[src/rtl/lss_pkg.sv]
// Shared types and constants for the least-squares slope core.
// No dependencies; imported by rtl/least_squares_slope_core.sv.
package lss_pkg;

    // Field widths of the input and result beats.
    localparam int unsigned LSS_SAMPLE_W = 16;
    localparam int unsigned LSS_SLOPE_W  = 34;
    localparam int unsigned LSS_COUNT_W  = 8;
    localparam int unsigned LSS_CFG_W    = 8;

    // Run limits and configuration reset value.
    localparam logic [LSS_COUNT_W-1:0] LSS_MAX_SAMPLES   = 8'd255;
    localparam logic [LSS_CFG_W-1:0]   LSS_MIN_COUNT_RST = 8'd3;

    // Running sums: sum of samples and sum of the running prefix sums.
    localparam int unsigned LSS_SUM_W    = 25;
    localparam int unsigned LSS_PREFIX_W = 33;

    // Shift-add multiplier, denominator and divider widths.
    localparam int unsigned LSS_ACC_W   = 44;
    localparam int unsigned LSS_MPLR_W  = 16;
    localparam int unsigned LSS_DEN_W   = 32;
    localparam int unsigned LSS_FRAC_W  = 16;
    localparam int unsigned LSS_DIVD_W  = LSS_ACC_W - 1 + LSS_FRAC_W;
    localparam int unsigned LSS_DCNT_W  = $clog2(LSS_DIVD_W + 1);

    // Sequencer states, one-hot.
    typedef enum logic [6:0] {
        ST_IDLE = 7'b0000001,
        ST_LOAD = 7'b0000010,
        ST_SQR  = 7'b0000100,
        ST_DEN  = 7'b0001000,
        ST_SUMS = 7'b0010000,
        ST_NUM  = 7'b0100000,
        ST_DIV  = 7'b1000000
    } t_state;

endpackage

[src/rtl/least_squares_slope_core.sv]
// Least-squares slope core: running sums, a shared shift-add multiplier
// and a bit-serial restoring divider. Depends on rtl/lss_pkg.sv.
//
// Usage:
// Input beats (i_sample, i_last_sample) arrive on i_in_valid/o_in_ready.
// The sample index 0, 1, 2, ... is the x axis. The core is always ready
// for a beat while it is collecting a run; the count saturates at 255
// and samples past that point are dropped, though their last flag still
// closes the run. Beats are taken even while an earlier result waits in
// the output register.
// On the last beat the core stops taking beats and computes the slope
// with one shift-add multiplier, one multiplier bit per cycle (four
// products of at most 16 multiplier bits), then a restoring divider
// that produces 59 quotient bits, one per cycle. A run that is too
// short for a slope goes from the load step straight to the final step.
// The result beat (o_slope_q16, o_slope_valid, o_samples_used) is held
// on o_out_valid/i_out_ready; while the receiver stalls a finished
// result holds the sequencer in its final step. i_cfg_we writes
// min_count in the same cycle. Reset clears the run and sets min_count
// to 3.
module least_squares_slope_core
    import lss_pkg::*;
(
    input  logic                           i_clk,
    input  logic                           i_rst_n,
    input  logic                           i_cfg_we,
    input  logic [LSS_CFG_W-1:0]           i_cfg_data,
    input  logic                           i_in_valid,
    output logic                           o_in_ready,
    input  logic signed [LSS_SAMPLE_W-1:0] i_sample,
    input  logic                           i_last_sample,
    output logic                           o_out_valid,
    input  logic                           i_out_ready,
    output logic signed [LSS_SLOPE_W-1:0]  o_slope_q16,
    output logic                           o_slope_valid,
    output logic [LSS_COUNT_W-1:0]         o_samples_used
);

    // Control and run state.
    t_state                          r_state,      n_state;
    logic [LSS_CFG_W-1:0]            r_min_count,  n_min_count;
    logic [LSS_COUNT_W-1:0]          r_count,      n_count;
    logic signed [LSS_SUM_W-1:0]     r_sum_y,      n_sum_y;
    logic signed [LSS_PREFIX_W-1:0]  r_sum_prefix, n_sum_prefix;
    logic                            r_run_ok,     n_run_ok;
    logic                            r_out_valid,  n_out_valid;

    // Datapath registers.
    logic signed [LSS_ACC_W-1:0]     r_acc,        n_acc;
    logic signed [LSS_ACC_W-1:0]     r_mcand,      n_mcand;
    logic [LSS_MPLR_W-1:0]           r_mplier,     n_mplier;
    logic [LSS_DEN_W-1:0]            r_den,        n_den;
    logic                            r_neg,        n_neg;
    logic [LSS_DCNT_W-1:0]           r_div_cnt,    n_div_cnt;
    logic [LSS_DEN_W-1:0]            r_rem,        n_rem;
    logic [LSS_DIVD_W-1:0]           r_quo,        n_quo;
    logic signed [LSS_SLOPE_W-1:0]   r_slope,      n_slope;
    logic                            r_slope_ok,   n_slope_ok;
    logic [LSS_COUNT_W-1:0]          r_used,       n_used;

    // Intermediate values.
    logic                            in_beat;
    logic                            out_free;
    logic signed [LSS_SUM_W-1:0]     acc_y;
    logic signed [LSS_ACC_W-1:0]     mul_sum;
    logic signed [LSS_ACC_W-1:0]     prefix_wide;
    logic [LSS_ACC_W-1:0]            acc_mag;
    logic [LSS_DEN_W:0]              rem_shift;
    logic [LSS_DEN_W+1:0]            rem_trial;
    logic [LSS_SLOPE_W-1:0]          quo_low;

    assign in_beat  = i_in_valid && o_in_ready;
    assign out_free = !r_out_valid || i_out_ready;

    // Running sum with the new sample, and the shift-add step.
    assign acc_y       = r_sum_y + LSS_SUM_W'(i_sample);
    assign mul_sum     = r_mplier[0] ? (r_acc + r_mcand) : r_acc;
    assign prefix_wide = LSS_ACC_W'(r_sum_prefix);
    assign acc_mag     = r_acc[LSS_ACC_W-1] ? (LSS_ACC_W'(0) - r_acc) : r_acc;

    // One restoring division step.
    assign rem_shift = {r_rem, r_quo[LSS_DIVD_W-1]};
    assign rem_trial = {1'b0, rem_shift} - {2'b00, r_den};
    assign quo_low   = r_quo[LSS_SLOPE_W-1:0];

    // Sequencer and datapath next values.
    always_comb begin
        n_state      = r_state;
        n_min_count  = i_cfg_we ? i_cfg_data : r_min_count;
        n_count      = r_count;
        n_sum_y      = r_sum_y;
        n_sum_prefix = r_sum_prefix;
        n_run_ok     = r_run_ok;
        n_out_valid  = r_out_valid && !i_out_ready;
        n_acc        = r_acc;
        n_mcand      = r_mcand;
        n_mplier     = r_mplier;
        n_den        = r_den;
        n_neg        = r_neg;
        n_div_cnt    = r_div_cnt;
        n_rem        = r_rem;
        n_quo        = r_quo;
        n_slope      = r_slope;
        n_slope_ok   = r_slope_ok;
        n_used       = r_used;
        o_in_ready   = 1'b0;

        unique case (r_state)
            ST_IDLE: begin
                o_in_ready = 1'b1;
                if (in_beat) begin
                    // The sum of index times sample is n*Sy minus the sum of
                    // the prefix sums, so only adds are needed per beat.
                    if (r_count < LSS_MAX_SAMPLES) begin
                        n_sum_y      = acc_y;
                        n_sum_prefix = r_sum_prefix + LSS_PREFIX_W'(acc_y);
                        n_count      = r_count + 8'd1;
                    end
                    if (i_last_sample) begin
                        n_state = ST_LOAD;
                    end
                end
            end

            ST_LOAD: begin
                n_run_ok = (r_count >= r_min_count) && (r_count >= 8'd2);
                if ((r_count >= r_min_count) && (r_count >= 8'd2)) begin
                    n_acc    = '0;
                    n_mcand  = LSS_ACC_W'(r_count);
                    n_mplier = LSS_MPLR_W'(r_count);
                    n_state  = ST_SQR;
                end else begin
                    n_div_cnt = '0;
                    n_state   = ST_DIV;
                end
            end

            ST_SQR: begin
                // n squared; then n^2 * (n^2 - 1), which is twelve times
                // the denominator.
                if (r_mplier != '0) begin
                    n_acc    = mul_sum;
                    n_mcand  = r_mcand <<< 1;
                    n_mplier = r_mplier >> 1;
                end else begin
                    n_acc    = '0;
                    n_mcand  = LSS_ACC_W'(r_acc[LSS_MPLR_W-1:0]);
                    n_mplier = r_acc[LSS_MPLR_W-1:0] - LSS_MPLR_W'(1);
                    n_state  = ST_DEN;
                end
            end

            ST_DEN: begin
                if (r_mplier != '0) begin
                    n_acc    = mul_sum;
                    n_mcand  = r_mcand <<< 1;
                    n_mplier = r_mplier >> 1;
                end else begin
                    // Start (n+1)*Sy - 2*P, P the sum of prefix sums, from -2*P.
                    n_den    = r_acc[LSS_DEN_W-1:0];
                    n_acc    = LSS_ACC_W'(0) - (prefix_wide <<< 1);
                    n_mcand  = LSS_ACC_W'(r_sum_y);
                    n_mplier = LSS_MPLR_W'(r_count) + LSS_MPLR_W'(1);
                    n_state  = ST_SUMS;
                end
            end

            ST_SUMS: begin
                if (r_mplier != '0) begin
                    n_acc    = mul_sum;
                    n_mcand  = r_mcand <<< 1;
                    n_mplier = r_mplier >> 1;
                end else begin
                    // Twelve times the numerator is 6n * ((n+1)*Sy - 2*P).
                    n_acc    = '0;
                    n_mcand  = r_acc;
                    n_mplier = {6'b0, r_count, 2'b00} + {7'b0, r_count, 1'b0};
                    n_state  = ST_NUM;
                end
            end

            ST_NUM: begin
                if (r_mplier != '0) begin
                    n_acc    = mul_sum;
                    n_mcand  = r_mcand <<< 1;
                    n_mplier = r_mplier >> 1;
                end else begin
                    // Divide the magnitude, scaled to Q18.16, and fix the
                    // sign at the end so that the quotient truncates to zero.
                    n_neg     = r_acc[LSS_ACC_W-1];
                    n_rem     = '0;
                    n_quo     = {acc_mag[LSS_ACC_W-2:0], LSS_FRAC_W'(0)};
                    n_div_cnt = LSS_DCNT_W'(LSS_DIVD_W);
                    n_state   = ST_DIV;
                end
            end

            ST_DIV: begin
                if (r_div_cnt != '0) begin
                    if (!rem_trial[LSS_DEN_W+1]) begin
                        n_rem = rem_trial[LSS_DEN_W-1:0];
                        n_quo = {r_quo[LSS_DIVD_W-2:0], 1'b1};
                    end else begin
                        n_rem = rem_shift[LSS_DEN_W-1:0];
                        n_quo = {r_quo[LSS_DIVD_W-2:0], 1'b0};
                    end
                    n_div_cnt = r_div_cnt - LSS_DCNT_W'(1);
                end else if (out_free) begin
                    // Hand the result to the output register and clear the run.
                    n_out_valid  = 1'b1;
                    n_slope_ok   = r_run_ok;
                    n_used       = r_count;
                    if (!r_run_ok) begin
                        n_slope = '0;
                    end else if (r_neg) begin
                        n_slope = LSS_SLOPE_W'(0) - quo_low;
                    end else begin
                        n_slope = quo_low;
                    end
                    n_count      = '0;
                    n_sum_y      = '0;
                    n_sum_prefix = '0;
                    n_state      = ST_IDLE;
                end
            end

            default: begin
                n_state = ST_IDLE;
            end
        endcase
    end

    // Control registers with reset.
    always_ff @(posedge i_clk) begin
        if (!i_rst_n) begin
            r_state      <= ST_IDLE;
            r_min_count  <= LSS_MIN_COUNT_RST;
            r_count      <= '0;
            r_sum_y      <= '0;
            r_sum_prefix <= '0;
            r_out_valid  <= 1'b0;
        end else begin
            r_state      <= n_state;
            r_min_count  <= n_min_count;
            r_count      <= n_count;
            r_sum_y      <= n_sum_y;
            r_sum_prefix <= n_sum_prefix;
            r_out_valid  <= n_out_valid;
        end
    end

    // Datapath and result payload registers.
    always_ff @(posedge i_clk) begin
        r_run_ok   <= n_run_ok;
        r_acc      <= n_acc;
        r_mcand    <= n_mcand;
        r_mplier   <= n_mplier;
        r_den      <= n_den;
        r_neg      <= n_neg;
        r_div_cnt  <= n_div_cnt;
        r_rem      <= n_rem;
        r_quo      <= n_quo;
        r_slope    <= n_slope;
        r_slope_ok <= n_slope_ok;
        r_used     <= n_used;
    end

    assign o_out_valid    = r_out_valid;
    assign o_slope_q16    = r_slope;
    assign o_slope_valid  = r_slope_ok;
    assign o_samples_used = r_used;

    // The run count never passes its limit.
    a_count_limit: assert property (@(posedge i_clk) disable iff (!i_rst_n)
        r_count <= LSS_MAX_SAMPLES)
        else $error("sample count passed its limit");

    // The divider remainder stays below the divisor on a computed run.
    a_rem_below_den: assert property (@(posedge i_clk) disable iff (!i_rst_n)
        (r_state == ST_DIV) && r_run_ok |-> (r_rem < r_den))
        else $error("divider remainder not below divisor");

    // Finishing a run loads a result and clears the sums.
    a_finish: assert property (@(posedge i_clk) disable iff (!i_rst_n)
        (r_state == ST_DIV) && (r_div_cnt == '0) && out_free
        |=> o_out_valid && (r_count == '0) && (r_state == ST_IDLE))
        else $error("run finish did not deliver a result");

    // A computed slope needs at least two samples.
    a_valid_count: assert property (@(posedge i_clk) disable iff (!i_rst_n)
        o_out_valid && o_slope_valid |-> (o_samples_used >= 8'd2))
        else $error("slope flagged valid with too few samples");

    // A result without a slope carries a zero slope.
    a_invalid_zero: assert property (@(posedge i_clk) disable iff (!i_rst_n)
        o_out_valid && !o_slope_valid |-> (o_slope_q16 == '0))
        else $error("invalid result carries a nonzero slope");

endmodule

[config.mk]
export PLATFORM = sky130hd
export DESIGN_NAME = least_squares_slope_core
export DESIGN_NICKNAME = d
export VERILOG_FILES = /design/src/rtl/lss_pkg.sv /design/src/rtl/least_squares_slope_core.sv
export SDC_FILE = /design/constraint.sdc
export NUM_CORES = 1
export LEC_CHECK = 0
export ABC_AREA = 1
export ABC_CLOCK_PERIOD_IN_PS = 5150
export BUFFER_PORTS_ARGS = -buffer_cell sky130_fd_sc_hd__buf_4
export CAP_MARGIN = 10
export CELL_PAD_IN_SITES_DETAIL_PLACEMENT = 0
export CELL_PAD_IN_SITES_GLOBAL_PLACEMENT = 1
export CORE_MARGIN = 5
export CORE_UTILIZATION = 44
export CTS_BUF_LIST = sky130_fd_sc_hd__clkbuf_2
export DETAILED_ROUTE_END_ITERATION = 16
export GPL_TIMING_DRIVEN = 0
export PLACE_DENSITY_LB_ADDON = 0.1
export SYNTH_ARGS = -nofsm -noshare
export SYNTH_HDL_FRONTEND = slang
export SYNTH_SLANG_ARGS = --single-unit
[constraint.sdc]
create_clock -name i_clk -period 5.15 [get_ports i_clk]
set_input_delay 1.03 -clock i_clk [delete_from_list [all_inputs] [get_ports i_clk]]
set_output_delay 1.03 -clock i_clk [all_outputs]
set_load 0.02 [all_outputs]
==> After elaboration in Yosys (flattened, before gate mapping) <==
Index checks and enable logic that the tools add are counted.
{ "word_totals": {"regBits": 360, "input_bits": 30, "output_inout_bits": 45} }
{ "classes": {"n_addsub": 12, "magnitude_cmp": 3, "n_eq_ne": 20, "mux": 61, "bitwise_logic": 2, "reduce_logical": 23} }
{ "ops": {"columns": ["cell", "n"], "rows": [
  ["$mux 44", 10],
  ["$pmux 44 s5", 1],
  ["$pmux 44 s4", 1],
  ["$mux 33", 4],
  ["$mux 59", 2],
  ["$pmux 59 s2", 1],
  ["$mux 25", 4],
  ["$mux 32", 3],
  ["$pmux 16 s5", 1],
  ["$pmux 33 s2", 1],
  ["$pmux 32 s2", 1],
  ["$mux 7", 9],
  ["$pmux 25 s2", 1],
  ["$pmux 7 s7", 1],
  ["$mux 16", 3],
  ["$add 44x44->44", 1],
  ["$mux 43", 1],
  ["$sub 1x43->43 const A", 1],
  ["$sub 1x34->35 const A", 1],
  ["$mux 34", 1],
  ["$sub 1x34->34 const A", 1],
  ["$sub 33x32->34", 1],
  ["$add 33x25->33", 1],
  ["$mux 8", 4],
  ["other kinds (38)", 66]
]} }

==> Logic depth before layout (Yosys ltp) <==
{ "logic_depth": {"ltp_word": 5, "ltp_mapped": 25} }

==> Worst setup path after synthesis <==
OpenSTA, ideal clock, no wires.
{ "synth_path": {"path_kind": "flip-flop to flip-flop", "start": "register r_mplier[0]", "end": "register r_quo[0] (enable)", "setup_time_ps": 541, "arrival_ps": 5042, "required_time_ps": 4609, "path_slack_ps": -433, "path_stages_with_launch": 10, "path_buffers": 2, "synth_period_minus_slack_ps": 5583, "path_cell_list": "edfxtp_1 > buf_4 > inv_4 > nand4_1 > nor2_1 > nand2_2 > inv_2 > buf_2 > nor2_1 > nor2_1"} }
{ "synth_between": {"elab_chain_cells": 3} }
{ "synth_rtl": {"columns": ["element", "line_no", "source"], "rows": [
  ["from (decl)", "least_squares_slope_core.sv:51", "logic [LSS_MPLR_W-1:0] r_mplier, n_mplier;"],
  ["from (signal assigned)", "least_squares_slope_core.sv:257", "r_mplier <= n_mplier;"],
  ["$reduce_bool 16->1", "least_squares_slope_core.sv:183", "if (r_mplier != '0) begin"],
  ["$ne 2x2->1 (no line)", null, null],
  ["$reduce_and 3->1 (no line)", null, null],
  ["to (signal assigned)", "least_squares_slope_core.sv:262", "r_quo <= n_quo;"],
  ["to (decl)", "least_squares_slope_core.sv:56", "logic [LSS_DIVD_W-1:0] r_quo, n_quo;"]
]} }
Every way passes these cells.
A chain may end at the register's enable or synchronous reset.

==> Worst setup path after layout <==
{ "layout_path": {"start": "register r_sum_y[0]", "end": "register r_sum_prefix[31]"} }
{ "layout_between": {"elab_chain_cells": 5} }
{ "layout_rtl": {"columns": ["element", "line_no", "source"], "rows": [
  ["from (decl)", "least_squares_slope_core.sv:43", "logic signed [LSS_SUM_W-1:0] r_sum_y, n_sum_y;"],
  ["from (signal assigned)", "least_squares_slope_core.sv:246", "r_sum_y <= n_sum_y;"],
  ["$add 25x16->25", "least_squares_slope_core.sv:76", "assign acc_y = r_sum_y + LSS_SUM_W'(i_sample);"],
  ["$add 33x25->33", "least_squares_slope_core.sv:116", "n_sum_prefix = r_sum_prefix + LSS_PREFIX_W'(acc_y);"],
  ["$mux 33", "least_squares_slope_core.sv:114", "if (r_count < LSS_MAX_SAMPLES) begin"],
  ["$mux 33", "least_squares_slope_core.sv:111", "if (in_beat) begin"],
  ["$pmux 33 s2", "least_squares_slope_core.sv:108", "unique case (r_state)"],
  ["to (signal assigned)", "least_squares_slope_core.sv:247", "r_sum_prefix <= n_sum_prefix;"],
  ["to (decl)", "least_squares_slope_core.sv:44", "logic signed [LSS_PREFIX_W-1:0] r_sum_prefix, n_sum_prefix;"]
]} }
Every way passes these cells. The select of a mux whose other input is x is not followed.

==> run_results.csv <==
group,metric,value,unit
synthesis,synth-edff-count,278,
timing,worst_pin_slew,1060,ps
cts,clock_tree.root_cell,"sky130_fd_sc_hd__clkbuf_2",
place,preCtsSetupSlack,131,ps
place,inst_count_dp,4509,
floorplan,core-area,60400,µm²
timing,max_slew_headroom_at_the_worst_pin,29.2,%
timing,rsz0062_at_grt,"false",
synthesis,post_syn_nets,3841,
detailed_routing,drt-total-wl,101000,µm
detailed_routing,firstDrtPassIters,8,
synthesis,synth_seq_cells,360,
power_and_ir_drop,total_power,9630,µW
synthesis,synth_largest_type_area_fraction,31.2,%
timing,setup-violations-final,0,
timing,final-hold-violation-count,0,
cts,cts-root-to-sink-buffers,3,
run_status,run_status,"finished, final reports clean",
setup_path,cp_launch_type,"flip-flop",
place,hpwl,80300,µm
detailed_routing,avgRoutedWirePerCell,21.6,µm
floorplan,die_outline_area,65900,µm²
synthesis,netlist_instances,3646,
detailed_routing,ant_nets,0,
global_routing,grt_antenna_before_repair,2,
timing,fmaxAchievable,224,MHz
cts,cts_tree,"built",
cts,cts.hold.buffers_added,5,
flow_run,timing.max_cap.violations,0,
synthesis,synth_largest_area_cell,"sky130_fd_sc_hd__edfxtp_1",
timing,layout_worst_path_cycle_share,86.9,%
detailed_routing,detailroute.via_count,26700,
timing,drv_slew,0,
synthesis,seq_area_frac_synth,37.3,%
global_routing,global_routing_usage_summed_across_all_routing_layers,29.6,%
floorplan,start_util,44.4,%
floorplan,die_width,257,µm
global_routing,first_global_vias,25800,
min_path,worst_hold_path_type,"in -> reg",
floorplan,die_y,257,µm
synthesis,syn_avg_cell_area,7.34,µm²
place,count_of_buffers_inserted_at_the_top_level_ports,74,
cells_and_area,finish.cell_count_without_fillers,4697,
synthesis,synthArstFlopShare,0,%
timing,finClkSkew,177,ps
power_and_ir_drop,p_leak,0.0126,µW
cts,cts_made_buffers,100,
place,place.gp.congestion,1.00,
timing,timing.hold.ws,104,ps
power_and_ir_drop,vdd_drop_max,321,µV
power_and_ir_drop,power_density,326,nW/µm²
synthesis,synth.distinct_cells,60,
global_routing,grt_overflow_total,0,
setup_path,worstPathMaxFanout,5,
global_routing,first_pass_grt_wire_length,152000,µm
cts,post-cts-setup-buffer-count,0,
setup_path,crit_required,6170,ps
floorplan,pin_count,75,
detailed_routing,drt_first_iter_violations,2261,
cts,clock_pin_slew_reported_for_the_worst_setup_and_hold_paths_after_clock_tree_synthesis,120,ps
setup_path,worst_path_class_setup,"reg -> reg",
synthesis,ys_top_cells_by_area,"sky130_fd_sc_hd__edfxtp_1 31%, sky130_fd_sc_hd__nand2_1 12%, sky130_fd_sc_hd__ha_1 7.5%",
detailed_routing,drcViolationCount,0,
cells_and_area,area.growth.synth_to_final,10.4,%
cells_and_area,layout-drive-gt1-share,8.72,%
cells_and_area,design.final.nets,4029,
floorplan,row_count,90,
synthesis,synth_warnings,0,
timing,setup_ws,677,ps
synthesis,syn_area,26800,µm²
cts,clock_tree.htree_level_count,3,
setup_path,timing.critical_path.arrival,5490,ps
cts,cts-resized-gates,0,
cts,clk_latency,1240,ps
detailed_routing,via_per_inst,5.68,
global_routing,grt_start_max_net_pins,42,
synthesis,ys.flop_type,"sky130_fd_sc_hd__edfxtp_1",
setup_path,critPathCaptureType,"flip-flop",
timing,fin_crit,4470,ps
cts,cts_num_sinks,360,
[per-stage QoR]
step	TNS [ps]	util, %	area (µm²)
5_1_grt	0	49.0	29600
3_3_place_gp	-149220	46.9	28300
6_report	0	49.0	29600
2_1_floorplan	0	-	26800
4_1_cts	0	49.0	29500
3_5_place_dp	0	47.2	28500
[metal layers]
metal / global-route usage, % / vias to the layer above / share of wire [%]
met5: 0 / - / 0
met1: 36.8 / 12500 / 41
li1: - / 12900 / -
met2: 51.3 / 1034 / 48
met4: 12.9 / 0 / 4.8
met3: 4.28 / 246 / 6.3
[synth_stat cells, types with 5 or more instances]
cell type                   number
sky130_fd_sc_hd__a21o_1         25
sky130_fd_sc_hd__a21oi_1       363
sky130_fd_sc_hd__a22oi_1        25
sky130_fd_sc_hd__a31oi_1        13
sky130_fd_sc_hd__and2_1          5
sky130_fd_sc_hd__buf_1           7
sky130_fd_sc_hd__buf_2          32
sky130_fd_sc_hd__buf_4           5
sky130_fd_sc_hd__clkbuf_1       51
sky130_fd_sc_hd__dfxtp_1        82
sky130_fd_sc_hd__edfxtp_1      278
sky130_fd_sc_hd__fa_1            5
sky130_fd_sc_hd__ha_1          160
sky130_fd_sc_hd__inv_1         400
sky130_fd_sc_hd__inv_2          15
sky130_fd_sc_hd__nand2_1       824
sky130_fd_sc_hd__nand2_2         7
sky130_fd_sc_hd__nand3_1       197
sky130_fd_sc_hd__nand3_2         5
sky130_fd_sc_hd__nand3b_1       16
sky130_fd_sc_hd__nand4_1        53
sky130_fd_sc_hd__nor2_1        412
sky130_fd_sc_hd__nor2_2          9
sky130_fd_sc_hd__nor3_1         64
sky130_fd_sc_hd__nor4_1          9
sky130_fd_sc_hd__o2111ai_1       9
sky130_fd_sc_hd__o211ai_1       57
sky130_fd_sc_hd__o21a_1         19
sky130_fd_sc_hd__o21ai_0       266
sky130_fd_sc_hd__o21ai_1        38
sky130_fd_sc_hd__o21bai_1       18
sky130_fd_sc_hd__o221ai_1        6
sky130_fd_sc_hd__o22ai_1        10
sky130_fd_sc_hd__o31ai_1         8
sky130_fd_sc_hd__or2_2          13
sky130_fd_sc_hd__xnor2_1        34
sky130_fd_sc_hd__xor2_1         65
[critical path, cell delays in order, from the launching register on]
cell and delay, ps:
sky130_fd_sc_hd__dfxtp_1 390, sky130_fd_sc_hd__ha_1 240, sky130_fd_sc_hd__inv_1 90, sky130_fd_sc_hd__fa_1 400, sky130_fd_sc_hd__inv_1 100, sky130_fd_sc_hd__nand3_1 70
sky130_fd_sc_hd__nand2_1 130, sky130_fd_sc_hd__nand2_1 70, sky130_fd_sc_hd__nand2_1 200, sky130_fd_sc_hd__inv_1 70, sky130_fd_sc_hd__o21bai_1 200, sky130_fd_sc_hd__a21oi_1 110
sky130_fd_sc_hd__xnor2_1 440, sky130_fd_sc_hd__ha_1 390, sky130_fd_sc_hd__a21oi_1 250, sky130_fd_sc_hd__o21a_1 170, sky130_fd_sc_hd__a21boi_0 340, sky130_fd_sc_hd__nor2_1 90
sky130_fd_sc_hd__nor2_1 170, sky130_fd_sc_hd__nand2_1 80, sky130_fd_sc_hd__nand2_1 60, sky130_fd_sc_hd__nand3_1 100, sky130_fd_sc_hd__a21oi_1 140
[area by class of cell]
class	count	area, µm²
clock inverter	45	328
inverter	418	1570
fill	6223	30800
clock buffer	134	671
tap	782	978
sequential	360	9990
multi-input combinational	2772	14800
buffer	96	427
antenna	4	10.0
timing repair buffer	86	761
[logic make-up after synthesis]
| family | synth area share, % |
|---|---|
| and+or+nand+nor | 25.8 |
| buffers and inverters | 7.47 |
| adders and majority gates | 7.85 |
| AOI/OAI and AO/OA | 18.3 |
| xor gates and xnor gates | 3.24 |
| DFF | 37.3 |
[path summary, 6_finish.rpt]
check	start	to	slack (ps)	cells past startpoint
min	i_cfg_data[5]	r_min_count[5]$_SDFFE_PN0P_	100	3
min reg2reg	r_min_count[5]$_SDFFE_PN0P_	r_min_count[5]$_SDFFE_PN0P_	500	2
max reg2reg	r_sum_y[0]$_SDFFE_PN0P_	r_sum_prefix[31]$_SDFFE_PN0P_	680	22
max	r_sum_y[0]$_SDFFE_PN0P_	r_sum_prefix[31]$_SDFFE_PN0P_	680	22
[sequential cells by signal, summed over array words and instances, names as in the netlist, 16 cells and up]
name / cells
r_quo: 59
r_den: 32
r_sum_prefix: 33
r_mplier: 16
r_mcand: 44
r_rem: 32
r_acc: 44
o_slope_q16: 34
r_sum_y: 25
[layout by cell type (no fill, tap or decap), drive strengths merged, types with 18 or more instances in the layout]
cell type,count
nand2,832
nor2,424
inv,422
a21oi,364
o21ai,308
edfxtp,278
nand3,202
clkbuf,185
ha,160
buf,126
dfxtp,82
nor3,68
xor2,65
o211ai,57
nand4,55
clkinv,35
xnor2,34
a22oi,25
a21o,25
o21a,19
or2,19
o21bai,18
[power by group]
part | total (µW) | internal (µW) | switching, µW
Clock | 2310 | 981 | 1330
Combinational | 3700 | 1210 | 2480
Sequential | 3620 | 3290 | 330
Total | 9630 | 5490 | 4140
(Power assumes the default switching activity.)
